## src/rtl/core/ecrl_pkg.sv

```systemverilog
// Shared constants, types and helpers for the exception context ring log.
package ecrl_pkg;

  localparam int ENTRIES        = 4;
  localparam int CONTEXT_WORDS  = 32;
  localparam int TAG_INDEX_BITS = 16;
  localparam int MAX_RESULTS    = 32;

  localparam logic [31:0] ID_BASE_RESET = 32'h0001_0000;

  localparam int SLOT_W   = $clog2(ENTRIES);
  localparam int OCC_W    = $clog2(ENTRIES + 1);
  localparam int CW_W     = (CONTEXT_WORDS > 1) ? $clog2(CONTEXT_WORDS) : 1;
  localparam int ADDR_W   = $clog2(ENTRIES * CONTEXT_WORDS);
  localparam int COPY_MAX = (CONTEXT_WORDS < MAX_RESULTS) ? CONTEXT_WORDS : MAX_RESULTS;
  localparam logic [2:0] PEND_FULL = (ENTRIES > 7) ? 3'd7 : 3'(ENTRIES);

  localparam logic [2:0] OP_DISCARD  = 3'd0;
  localparam logic [2:0] OP_RESERVE  = 3'd1;
  localparam logic [2:0] OP_WRITE    = 3'd2;
  localparam logic [2:0] OP_COMPLETE = 3'd3;
  localparam logic [2:0] OP_POP      = 3'd4;
  localparam logic [2:0] OP_COPY     = 3'd5;

  localparam logic [1:0] ST_OK     = 2'd0;
  localparam logic [1:0] ST_FULL   = 2'd1;
  localparam logic [1:0] ST_NODATA = 2'd2;

  typedef enum logic [2:0] {
    CMD_DISCARD,
    CMD_RESERVE,
    CMD_WRITE,
    CMD_COMPLETE,
    CMD_POP,
    CMD_COPY,
    CMD_NOP
  } cmd_kind_t;

  typedef struct packed {
    cmd_kind_t         kind;
    logic [4:0]        widx;
    logic [31:0]       wdata;
    logic [5:0]        csize;
    logic [31:0]       tref;
    logic [31:0]       cid;
    logic [5:0]        limit;
    logic              seq_ok;
    logic [SLOT_W-1:0] slot;
  } cmd_t;

  typedef struct packed {
    logic [1:0]  status;
    logic [31:0] tag;
    logic [31:0] task_out;
    logic [5:0]  words;
    logic        last;
    logic [2:0]  pending;
  } res_t;

  function automatic logic [2:0] pend_of(input logic [OCC_W-1:0] occ);
    logic [OCC_W+2:0] wide;
    wide = {3'b000, occ};
    return (wide > 7) ? 3'd7 : wide[2:0];
  endfunction

  function automatic logic [SLOT_W-1:0] next_slot(input logic [SLOT_W-1:0] s);
    return (s == SLOT_W'(ENTRIES - 1)) ? '0 : s + 1'b1;
  endfunction

endpackage

```

## src/rtl/core/ecrl_front.sv

```systemverilog
// Front end: configuration register, input decode and command classification.
module ecrl_front (
  input  logic                clk,
  input  logic                rst_n,
  input  logic                cfg_we,
  input  logic [31:0]         cfg_wdata,
  input  logic [2:0]          op,
  input  logic [4:0]          word_index,
  input  logic [31:0]         word_data,
  input  logic [5:0]          ctx_len,
  input  logic [31:0]         task_ref,
  input  logic [31:0]         req_tag,
  input  logic [5:0]          size_limit,
  output ecrl_pkg::cmd_t      cmd,
  output logic [31:0]         id_base
);

  logic [31:0] id_base_r;
  logic [31:0] seq;
  logic [6:0]  csize_ext;

  always_ff @(posedge clk) begin
    if (!rst_n) begin
      id_base_r <= ecrl_pkg::ID_BASE_RESET;
    end else if (cfg_we) begin
      id_base_r <= cfg_wdata;
    end
  end

  assign id_base   = id_base_r;
  assign seq       = req_tag - id_base_r;
  assign csize_ext = {1'b0, ctx_len};

  always_comb begin
    cmd.widx   = word_index;
    cmd.wdata  = word_data;
    cmd.csize  = (csize_ext > 7'(ecrl_pkg::CONTEXT_WORDS)) ?
                 6'(ecrl_pkg::CONTEXT_WORDS) : ctx_len;
    cmd.tref   = task_ref;
    cmd.cid    = req_tag;
    cmd.limit  = size_limit;
    cmd.seq_ok = (seq >> ecrl_pkg::TAG_INDEX_BITS) == 32'd0;
    cmd.slot   = seq[ecrl_pkg::SLOT_W-1:0];
    unique case (op)
      ecrl_pkg::OP_DISCARD:  cmd.kind = ecrl_pkg::CMD_DISCARD;
      ecrl_pkg::OP_RESERVE:  cmd.kind = ecrl_pkg::CMD_RESERVE;
      ecrl_pkg::OP_WRITE:    cmd.kind = ecrl_pkg::CMD_WRITE;
      ecrl_pkg::OP_COMPLETE: cmd.kind = ecrl_pkg::CMD_COMPLETE;
      ecrl_pkg::OP_POP:      cmd.kind = ecrl_pkg::CMD_POP;
      ecrl_pkg::OP_COPY:     cmd.kind = ecrl_pkg::CMD_COPY;
      default:               cmd.kind = ecrl_pkg::CMD_NOP;
    endcase
  end

endmodule

```

## src/rtl/core/ecrl_queue.sv

```systemverilog
// Two-entry command queue between the front end and the back end.
module ecrl_queue (
  input  logic           clk,
  input  logic           rst_n,
  input  logic           push_valid,
  output logic           push_ready,
  input  ecrl_pkg::cmd_t push_cmd,
  output logic           pop_valid,
  input  logic           pop,
  output ecrl_pkg::cmd_t pop_cmd
);

  ecrl_pkg::cmd_t slots_r [2];
  logic           wr_ptr_r;
  logic           rd_ptr_r;
  logic [1:0]     count_r;
  logic           do_push;
  logic           do_pop;

  assign push_ready = (count_r != 2'd2);
  assign pop_valid  = (count_r != 2'd0);
  assign pop_cmd    = slots_r[rd_ptr_r];
  assign do_push    = push_valid && push_ready;
  assign do_pop     = pop && pop_valid;

  always_ff @(posedge clk) begin
    if (!rst_n) begin
      wr_ptr_r <= 1'b0;
      rd_ptr_r <= 1'b0;
      count_r  <= 2'd0;
    end else begin
      if (do_push) wr_ptr_r <= ~wr_ptr_r;
      if (do_pop)  rd_ptr_r <= ~rd_ptr_r;
      count_r <= count_r + {1'b0, do_push} - {1'b0, do_pop};
    end
  end

  always_ff @(posedge clk) begin
    if (do_push) slots_r[wr_ptr_r] <= push_cmd;
  end

endmodule

```

## src/rtl/core/ecrl_back.sv

```systemverilog
// Back end: ring state, entry tables, context memory and result staging.
module ecrl_back (
  input  logic           clk,
  input  logic           rst_n,
  input  logic [31:0]    id_base,
  input  logic           q_valid,
  input  ecrl_pkg::cmd_t q_cmd,
  output logic           q_pop,
  output logic           out_valid,
  input  logic           out_ready,
  output ecrl_pkg::res_t out_res,
  output logic [31:0]    out_word
);

  typedef enum logic [2:0] {
    S_IDLE = 3'b001,
    S_LOOK = 3'b010,
    S_COPY = 3'b100
  } state_t;

  localparam int SW = ecrl_pkg::SLOT_W;
  localparam int OW = ecrl_pkg::OCC_W;
  localparam int AW = ecrl_pkg::ADDR_W;
  localparam int CW = ecrl_pkg::CONTEXT_WORDS;

  state_t                        state_r, state_nxt;
  ecrl_pkg::cmd_t                cur_r, cur_nxt;
  logic [ecrl_pkg::TAG_INDEX_BITS-1:0] wr_seq_r, wr_seq_nxt;
  logic [SW-1:0]                 wr_slot_r, wr_slot_nxt;
  logic [SW-1:0]                 rd_slot_r, rd_slot_nxt;
  logic [OW-1:0]                 occ_r, occ_nxt;
  logic [5:0]                    n_r, n_nxt;
  logic [5:0]                    k_r, k_nxt;
  logic [ecrl_pkg::ENTRIES-1:0]  tag_v_r;
  logic [ecrl_pkg::ENTRIES-1:0]  st_v_r;

  logic [31:0]   tag_mem  [ecrl_pkg::ENTRIES];
  logic [5:0]    size_mem [ecrl_pkg::ENTRIES];
  logic [31:0]   task_mem [ecrl_pkg::ENTRIES];
  logic [31:0]   ctx_mem  [ecrl_pkg::ENTRIES * CW];
  logic [CW-1:0] wv_r     [ecrl_pkg::ENTRIES];

  logic [31:0] tag_q_r;
  logic [5:0]  size_q_r;
  logic [31:0] task_q_r;
  logic        tag_qv_r;
  logic        st_qv_r;
  logic [31:0] mem_q_r;

  logic           b_v_r;
  ecrl_pkg::res_t b_res_r;
  logic           b_wen_r;
  logic           out_v_r;
  ecrl_pkg::res_t out_res_r;
  logic [31:0]    out_word_r;

  logic           c_free;
  logic           b_free;
  logic           full;
  logic           empty;
  logic           b_load;
  ecrl_pkg::res_t b_res_d;
  logic           b_wen_d;
  logic           tag_we;
  logic           st_we;
  logic [5:0]     size_wd;
  logic [31:0]    task_wd;
  logic           tv_set;
  logic           tv_clr;
  logic           ent_re;
  logic [SW-1:0]  ent_ra;
  logic           ctx_we;
  logic [AW-1:0]  ctx_wa;
  logic           ctx_re;
  logic [AW-1:0]  ctx_ra;
  logic           wv_set;
  logic           wv_clr;
  logic [6:0]     widx_ext;
  logic [31:0]    tag_new;
  logic [31:0]    tag_eff;
  logic [5:0]     size_eff;
  logic [5:0]     n_min;
  logic           k_last;

  assign c_free   = !out_v_r || out_ready;
  assign b_free   = !b_v_r || c_free;
  assign full     = occ_r >= OW'(ecrl_pkg::ENTRIES);
  assign empty    = occ_r == '0;
  assign widx_ext = {2'b00, q_cmd.widx};
  assign tag_new  = id_base + 32'(wr_seq_r);
  assign ctx_wa   = AW'(wr_slot_r * CW + widx_ext);
  assign ctx_ra   = AW'(cur_r.slot * CW + k_r);
  assign tag_eff  = tag_qv_r ? tag_q_r : 32'd0;
  assign size_eff = st_qv_r ? size_q_r : 6'd0;
  assign n_min    = (cur_r.limit < size_eff) ? cur_r.limit : size_eff;
  assign k_last   = (k_r + 6'd1) == n_r;

  always_comb begin
    state_nxt   = state_r;
    cur_nxt     = cur_r;
    wr_seq_nxt  = wr_seq_r;
    wr_slot_nxt = wr_slot_r;
    rd_slot_nxt = rd_slot_r;
    occ_nxt     = occ_r;
    n_nxt       = n_r;
    k_nxt       = k_r;
    q_pop       = 1'b0;
    b_load      = 1'b0;
    b_res_d     = '0;
    b_res_d.last = 1'b1;
    b_wen_d     = 1'b0;
    tag_we      = 1'b0;
    st_we       = 1'b0;
    size_wd     = 6'd0;
    task_wd     = 32'd0;
    tv_set      = 1'b0;
    tv_clr      = 1'b0;
    ent_re      = 1'b0;
    ent_ra      = rd_slot_r;
    ctx_we      = 1'b0;
    ctx_re      = 1'b0;
    wv_set      = 1'b0;
    wv_clr      = 1'b0;

    unique case (state_r)
      S_IDLE: begin
        if (q_valid && b_free) begin
          q_pop = 1'b1;
          unique case (q_cmd.kind)
            ecrl_pkg::CMD_DISCARD: begin
              b_load      = 1'b1;
              occ_nxt     = '0;
              rd_slot_nxt = wr_slot_r;
            end
            ecrl_pkg::CMD_RESERVE: begin
              b_load = 1'b1;
              if (full) begin
                b_res_d.status = ecrl_pkg::ST_FULL;
              end else begin
                tag_we      = 1'b1;
                tv_set      = 1'b1;
                st_we       = 1'b1;
                wv_clr      = 1'b1;
                b_res_d.tag = tag_new;
              end
            end
            ecrl_pkg::CMD_WRITE: begin
              b_load = 1'b1;
              if (full) begin
                b_res_d.status = ecrl_pkg::ST_FULL;
              end else if (widx_ext < 7'(CW)) begin
                ctx_we = 1'b1;
                wv_set = 1'b1;
              end
            end
            ecrl_pkg::CMD_COMPLETE: begin
              b_load = 1'b1;
              if (full) begin
                b_res_d.status = ecrl_pkg::ST_FULL;
              end else begin
                st_we       = 1'b1;
                size_wd     = q_cmd.csize;
                task_wd     = q_cmd.tref;
                tv_clr      = 1'b1;
                wr_seq_nxt  = wr_seq_r + 1'b1;
                wr_slot_nxt = ecrl_pkg::next_slot(wr_slot_r);
                occ_nxt     = occ_r + 1'b1;
              end
            end
            ecrl_pkg::CMD_POP: begin
              if (empty) begin
                b_load         = 1'b1;
                b_res_d.status = ecrl_pkg::ST_NODATA;
              end else begin
                ent_re    = 1'b1;
                ent_ra    = rd_slot_r;
                cur_nxt   = q_cmd;
                state_nxt = S_LOOK;
              end
            end
            ecrl_pkg::CMD_COPY: begin
              if (!q_cmd.seq_ok) begin
                b_load         = 1'b1;
                b_res_d.status = ecrl_pkg::ST_NODATA;
              end else begin
                ent_re    = 1'b1;
                ent_ra    = q_cmd.slot;
                cur_nxt   = q_cmd;
                state_nxt = S_LOOK;
              end
            end
            default: begin
              b_load = 1'b1;
            end
          endcase
        end
      end
      S_LOOK: begin
        if (b_free) begin
          state_nxt = S_IDLE;
          if (cur_r.kind == ecrl_pkg::CMD_POP) begin
            b_load           = 1'b1;
            b_res_d.tag      = tag_eff;
            b_res_d.task_out = st_qv_r ? task_q_r : 32'd0;
            occ_nxt          = occ_r - 1'b1;
            rd_slot_nxt      = ecrl_pkg::next_slot(rd_slot_r);
          end else if (tag_eff != cur_r.cid) begin
            b_load         = 1'b1;
            b_res_d.status = ecrl_pkg::ST_NODATA;
          end else if (n_min == 6'd0) begin
            b_load = 1'b1;
          end else begin
            n_nxt     = (n_min > 6'(ecrl_pkg::COPY_MAX)) ? 6'(ecrl_pkg::COPY_MAX) : n_min;
            k_nxt     = 6'd0;
            state_nxt = S_COPY;
          end
        end
      end
      S_COPY: begin
        if (b_free) begin
          ctx_re        = 1'b1;
          b_load        = 1'b1;
          b_wen_d       = wv_r[cur_r.slot][k_r[ecrl_pkg::CW_W-1:0]];
          b_res_d.words = n_r;
          b_res_d.last  = k_last;
          k_nxt         = k_r + 6'd1;
          if (k_last) state_nxt = S_IDLE;
        end
      end
      default: begin
        state_nxt = S_IDLE;
      end
    endcase

    b_res_d.pending = ecrl_pkg::pend_of(occ_nxt);
  end

  always_ff @(posedge clk) begin
    if (!rst_n) begin
      state_r   <= S_IDLE;
      wr_seq_r  <= '0;
      wr_slot_r <= '0;
      rd_slot_r <= '0;
      occ_r     <= '0;
      n_r       <= 6'd0;
      k_r       <= 6'd0;
      tag_v_r   <= '0;
      st_v_r    <= '0;
    end else begin
      state_r   <= state_nxt;
      wr_seq_r  <= wr_seq_nxt;
      wr_slot_r <= wr_slot_nxt;
      rd_slot_r <= rd_slot_nxt;
      occ_r     <= occ_nxt;
      n_r       <= n_nxt;
      k_r       <= k_nxt;
      if (tv_set) tag_v_r[wr_slot_r] <= 1'b1;
      if (tv_clr) tag_v_r[ecrl_pkg::next_slot(wr_slot_r)] <= 1'b0;
      if (st_we)  st_v_r[wr_slot_r] <= 1'b1;
    end
  end

  always_ff @(posedge clk) begin
    cur_r <= cur_nxt;
  end

  always_ff @(posedge clk) begin
    if (tag_we) tag_mem[wr_slot_r] <= tag_new;
    if (st_we) begin
      size_mem[wr_slot_r] <= size_wd;
      task_mem[wr_slot_r] <= task_wd;
    end
    if (ent_re) begin
      tag_q_r  <= tag_mem[ent_ra];
      size_q_r <= size_mem[ent_ra];
      task_q_r <= task_mem[ent_ra];
      tag_qv_r <= tag_v_r[ent_ra];
      st_qv_r  <= st_v_r[ent_ra];
    end
  end

  always_ff @(posedge clk) begin
    if (ctx_we) ctx_mem[ctx_wa] <= q_cmd.wdata;
    if (ctx_re) mem_q_r <= ctx_mem[ctx_ra];
  end

  always_ff @(posedge clk) begin
    if (wv_clr) begin
      wv_r[wr_slot_r] <= '0;
    end else if (wv_set) begin
      wv_r[wr_slot_r][widx_ext[ecrl_pkg::CW_W-1:0]] <= 1'b1;
    end
  end

  always_ff @(posedge clk) begin
    if (!rst_n) begin
      b_v_r   <= 1'b0;
      out_v_r <= 1'b0;
    end else begin
      if (b_load) begin
        b_v_r <= 1'b1;
      end else if (c_free) begin
        b_v_r <= 1'b0;
      end
      if (c_free) out_v_r <= b_v_r;
    end
  end

  always_ff @(posedge clk) begin
    if (b_load) begin
      b_res_r <= b_res_d;
      b_wen_r <= b_wen_d;
    end
    if (c_free && b_v_r) begin
      out_res_r  <= b_res_r;
      out_word_r <= b_wen_r ? mem_q_r : 32'd0;
    end
  end

  assign out_valid = out_v_r;
  assign out_res   = out_res_r;
  assign out_word  = out_word_r;

endmodule

```

## src/rtl/core/exception_context_ring_log_unit.sv

```systemverilog
// Top level of the exception context ring log: stream ports and unit wiring.
//
// Items enter a decode front end and a two-entry command queue, so the input
// takes one item per cycle while the queue has room. The back end runs one
// command at a time: discard, reserve, write word, complete and unknown ops
// produce a single result directly; pop and copy first do a registered lookup
// of the entry tables, then pop gives its result and a copy of n words streams
// one word per cycle from the context memory while the staging register is
// free (a copy whose tag misses or whose n is zero gives a single result). The
// back end takes no new command until a copy is done. Results pass a staging
// register and an output register. Slots are the low bits of the sequence
// number, so the entry count is a power of two. Context words not written since
// their entry was reserved read as zero, gated by a per-entry written mask;
// there is no clearing pass after reset.
module exception_context_ring_log_unit (
  input  logic         clk,
  input  logic         rst_n,
  input  logic         cfg_we,
  input  logic [31:0]  cfg_wdata,
  input  logic         in_tvalid,
  output logic         in_tready,
  // word_index[4:0], word_data[36:5], ctx_len[42:37], task_ref[74:43],
  // req_tag[106:75], size_limit[112:107], zero pad[119:113]
  input  logic [119:0] in_tdata,
  // op[2:0]
  input  logic [2:0]   in_tuser,
  output logic         out_tvalid,
  input  logic         out_tready,
  // tag_out[31:0], task_out[63:32], context_word[95:64], words_copied[101:96],
  // pending_count[104:102], zero pad[111:105]
  output logic [111:0] out_tdata,
  // status[1:0]
  output logic [1:0]   out_tuser,
  output logic         out_tlast
);

  ecrl_pkg::cmd_t fe_cmd;
  ecrl_pkg::cmd_t q_cmd;
  ecrl_pkg::res_t be_res;
  logic [31:0]    id_base;
  logic           q_valid;
  logic           q_pop;
  logic [31:0]    be_word;

  ecrl_front u_front (
    .clk          (clk),
    .rst_n        (rst_n),
    .cfg_we       (cfg_we),
    .cfg_wdata    (cfg_wdata),
    .op           (in_tuser),
    .word_index   (in_tdata[4:0]),
    .word_data    (in_tdata[36:5]),
    .ctx_len      (in_tdata[42:37]),
    .task_ref     (in_tdata[74:43]),
    .req_tag      (in_tdata[106:75]),
    .size_limit   (in_tdata[112:107]),
    .cmd          (fe_cmd),
    .id_base      (id_base)
  );

  ecrl_queue u_queue (
    .clk        (clk),
    .rst_n      (rst_n),
    .push_valid (in_tvalid),
    .push_ready (in_tready),
    .push_cmd   (fe_cmd),
    .pop_valid  (q_valid),
    .pop        (q_pop),
    .pop_cmd    (q_cmd)
  );

  ecrl_back u_back (
    .clk       (clk),
    .rst_n     (rst_n),
    .id_base   (id_base),
    .q_valid   (q_valid),
    .q_cmd     (q_cmd),
    .q_pop     (q_pop),
    .out_valid (out_tvalid),
    .out_ready (out_tready),
    .out_res   (be_res),
    .out_word  (be_word)
  );

  assign out_tdata = {7'd0, be_res.pending, be_res.words, be_word,
                      be_res.task_out, be_res.tag};
  assign out_tuser = be_res.status;
  assign out_tlast = be_res.last;

endmodule

```

## config.mk

```make
export PLATFORM = sky130hd
export DESIGN_NAME = exception_context_ring_log_unit
export DESIGN_NICKNAME = d
export VERILOG_FILES = /design/src/rtl/core/ecrl_pkg.sv /design/src/rtl/core/ecrl_front.sv /design/src/rtl/core/ecrl_queue.sv /design/src/rtl/core/ecrl_back.sv /design/src/rtl/core/exception_context_ring_log_unit.sv
export SDC_FILE = /design/constraint.sdc
export NUM_CORES = 2
export LEC_CHECK = 0
export BUFFER_PORTS_ARGS = -buffer_cell sky130_fd_sc_hd__buf_2
export CORE_ASPECT_RATIO = 0.9
export CORE_MARGIN = 5
export CORE_UTILIZATION = 55
export CTS_CLUSTER_DIAMETER = 30
export CTS_CLUSTER_SIZE = 10
export DETAILED_ROUTE_END_ITERATION = 12
export MAX_ROUTING_LAYER = met4
export PLACE_DENSITY = 0.71
export SLEW_MARGIN = 15
export SYNTH_ARGS = -nofsm -noshare
export SYNTH_HDL_FRONTEND = slang
export SYNTH_MEMORY_MAX_BITS = 65536
export SYNTH_SLANG_ARGS = --single-unit
```

## constraint.sdc

```tcl
create_clock -name clk -period 11.35 [get_ports clk]
set_input_delay 0.5675 -clock clk [delete_from_list [all_inputs] [get_ports clk]]
set_output_delay 0.5675 -clock clk [all_outputs]
set_load 0.02 [all_outputs]
```

==> impl_metrics.tcl <==
set metrics [dict create \
    clockBufferDepth 4 \
    cts.clk_slew.worst_paths_ns 0.05 \
    synth_area_um2 199000 \
    grt_pass1_wl_um 748000 \
    clk_latency_ns 1.10 \
    cts_root_buffer "clkbuf_16" \
    coreArea_um2 360000 \
    power_w 0.0523 \
    synth_top_area_cell "edfxtp_1" \
    synth-xor-area-share_pct 0.330 \
    cts_tree "done" \
    synth_top_family_by_area "multiplexers" \
    grt_overflow 0 \
    cp.required_ns 12.00 \
    yosys_warnings 0 \
    pin_count 277 \
    slew_headroom_pct 18.1 \
    synthMuxAreaShare_pct 17.5 \
    power.density_nw_per_um2 221 \
    synth-edff-count 5074 \
    ys_ff_latch 5161 \
    gp_congestion 0.910 \
    drt_wl_total_um 525000 \
    rsz0062_at_grt "no" \
    avgSynthCellArea_um2 23.3 \
    vias 98900 \
    hpwl_um 265000 \
    cp-end-kind "flip-flop" \
    numCtsBuffers 816 \
    cts_sinks 5161 \
    setup-tns-final_ns 0 \
    synth_compound_area_share_pct 1.29 \
    ys_top_cells_by_area "edfxtp_1 77%, mux4_2 17%, dfxtp_1 0.88%" \
    ir_worst_vdd_mv 0.236 \
    cp_max_fo 32 \
    die_area_um2 374000 \
    die_x_um 644 \
    max-cap-violations 0 \
    path_class "reg -> reg" \
    synth.most_common_cell "edfxtp_1" \
    areaGrowthSynthToFinish_pct 19.0 \
    rows 209 \
    synthArstFlopShare_pct 0 \
    finalHoldViolations 0 \
    port_buffers 262 \
    die_h_um 581 \
    slew_viol_final 0 \
    syn-instance-count 8546 \
    routedWlPerCell_um 34.8 \
    avgViaCountPerCell 6.57 \
    synth_top_flop_cell "edfxtp_1" \
    htreeDepth 6 \
    layout_min_cycle_time_ns 5.67 \
    drt_iter0_markers 14800 \
    tightest_slew_ns 1.23 \
    fillerInstances 21800 \
    ys_seq_area_share_pct 77.5 \
    clock_skew_ns 0.0925 \
    p_leak_nw 75.9 \
    drive_gt1_share_pct 34.6 \
    fin_nets 9791 \
    synth_top_area_share_pct 76.6 \
    grt_pass1_vias 103000 \
    yosys.area_share.simple_pct 1.87 \
    final_antenna_net_count 0 \
    synth.cells.most_frequent "5074 x edfxtp_1, 1458 x mux4_2, 274 x clkbuf_1" \
    grt_max_degree 156 \
    start_util_pct 55.2 \
    cp.arrival_ns 6.32 \
    hp-class "in -> reg" \
    period_share_pct 50.0 \
    finalSetupViolCount 0 \
    grt.total_usage_pct 28.9 \
    crit_path_start_kind "flip-flop" \
    status "finished clean" \
    synth.distinct_cells 75 \
    antenna_found_initial 75 \
    max_clock_freq_ghz 0.176 \
    synth_fa_ha_area_share_pct 0.435 \
    drc 0 \
    first_pass_iters 9 \
]
[worst paths after layout]
path	startpoint	end	slack (ns)	depth (start not counted)
max	u_back.b_v_r	u_back.ctx_mem[117][1]	5.68	10
min reg2reg	u_back.b_res_r[43]	u_back.out_res[43]	0.40	0
min	in_tdata[69]	u_queue.slots_r[1][67]	0.20	2
max reg2reg	u_back.b_v_r	u_back.ctx_mem[117][1]	5.68	10
[area by class of cell]
class,instances,area (um2),area share (%)
sequential,5161,154000,65.1
multi-input combinational,2883,43100,18.2
antenna,57,143,0.0602
timing repair buffer,632,4710,1.99
inverter,69,260,0.110
tap,4747,5940,2.51
clock buffer,934,21100,8.92
clock inverter,579,7370,3.11
[worst max-delay path, cell delays in order (launching register included)]
cell and delay, ns:
dfxtp_1 0.34, nand3b_1 0.36, o21ai_0 0.32, nor2_2 0.37, nand2_1 0.19, nor3_1 0.72, nand3_1 0.15, nor2_1 0.39
nand2_1 0.30, nor2_1 0.95, and2_2 1.08
[stage by stage]
stage | cells | util (%) | hold slack, ns | cell area [um2] | setup slack (ns)
3_3_place_gp | 13300 | 57.3 | 0.403 | 207000 | 5.54
5_1_grt | 15100 | 65.7 | 0.178 | 237000 | 5.51
4_1_cts | 15000 | 65.7 | 0.115 | 237000 | 5.74
3_5_place_dp | 13300 | 57.3 | 0.406 | 207000 | 5.47
2_1_floorplan | 8552 | - | 0.400 | 199000 | 5.12
6_report | 15100 | 65.7 | 0.204 | 237000 | 5.68
[sequential cells by signal (all words and copies together) (netlist names), 3 cells and up, named ones only]
| signal | flops |
|---|---|
| u_back.mem_q_r | 32 |
| u_back.task_mem | 128 |
| u_back.size_mem | 24 |
| u_back.out_word | 32 |
| u_back.state_r | 3 |
| u_back.tag_v_r | 4 |
| u_back.wv_r | 128 |
| u_back.tag_mem | 128 |
| u_back.wr_seq_r | 16 |
| u_back.n_r | 6 |
| u_back.b_res_r | 76 |
| u_back.k_r | 6 |
| u_queue.slots_r | 238 |
| u_back.cur_r | 43 |
| u_back.tag_q_r | 32 |
| u_front.id_base | 32 |
| u_back.size_q_r | 6 |
| u_back.occ_r | 3 |
| u_back.st_v_r | 4 |
| u_back.task_q_r | 32 |
| u_back.ctx_mem | 4096 |
| u_back.out_res | 76 |
[power breakdown]
group          internal, W  switching (W)
Sequential          0.0230       0.000273
Clock               0.0163        0.00914
Combinational     0.000719        0.00283
[cells in the final DEF (no fill, tap or decap), types with 100 or more instances in the layout]
cell type         n
dlygate4sd3_1   152
buf_4           199
buf_2           262
bufinv_16       127
clkbuf_16       824
clkinv_1        135
nor2_1          197
edfxtp_1       5074
mux4_2         1458
clkinv_2        118
and2_2          131
clkbuf_1        100
[logic make-up after synthesis]
family | Yosys count
DFF | 5161
muxes | 1650
and+or+nand+nor | 717
buffers and inverters | 508
AOI/OAI and AO/OA | 366
xor gates and xnor gates | 75
adders and majority gates | 68
other | 1
[metal layers]
| metal | up-vias | GRT usage (%) | share of wire (%) |
|---|---|---|---|
| li1 | 38700 | - | - |
| met4 | 0 | 10.5 | 3.6 |
| met3 | 1025 | 6.85 | 12 |
| met1 | 52200 | 38.6 | 36 |
| met5 | - | - | 0 |
| met2 | 7073 | 44.1 | 49 |
[what timing repair did]
action,in CTS,in global routing
hold buffers,152,0
setup endpoints to repair,0,0
gates resized for setup,0,0
hold endpoints to repair,282,0
setup buffers,0,0
Power figures use the tool's default switching activity.
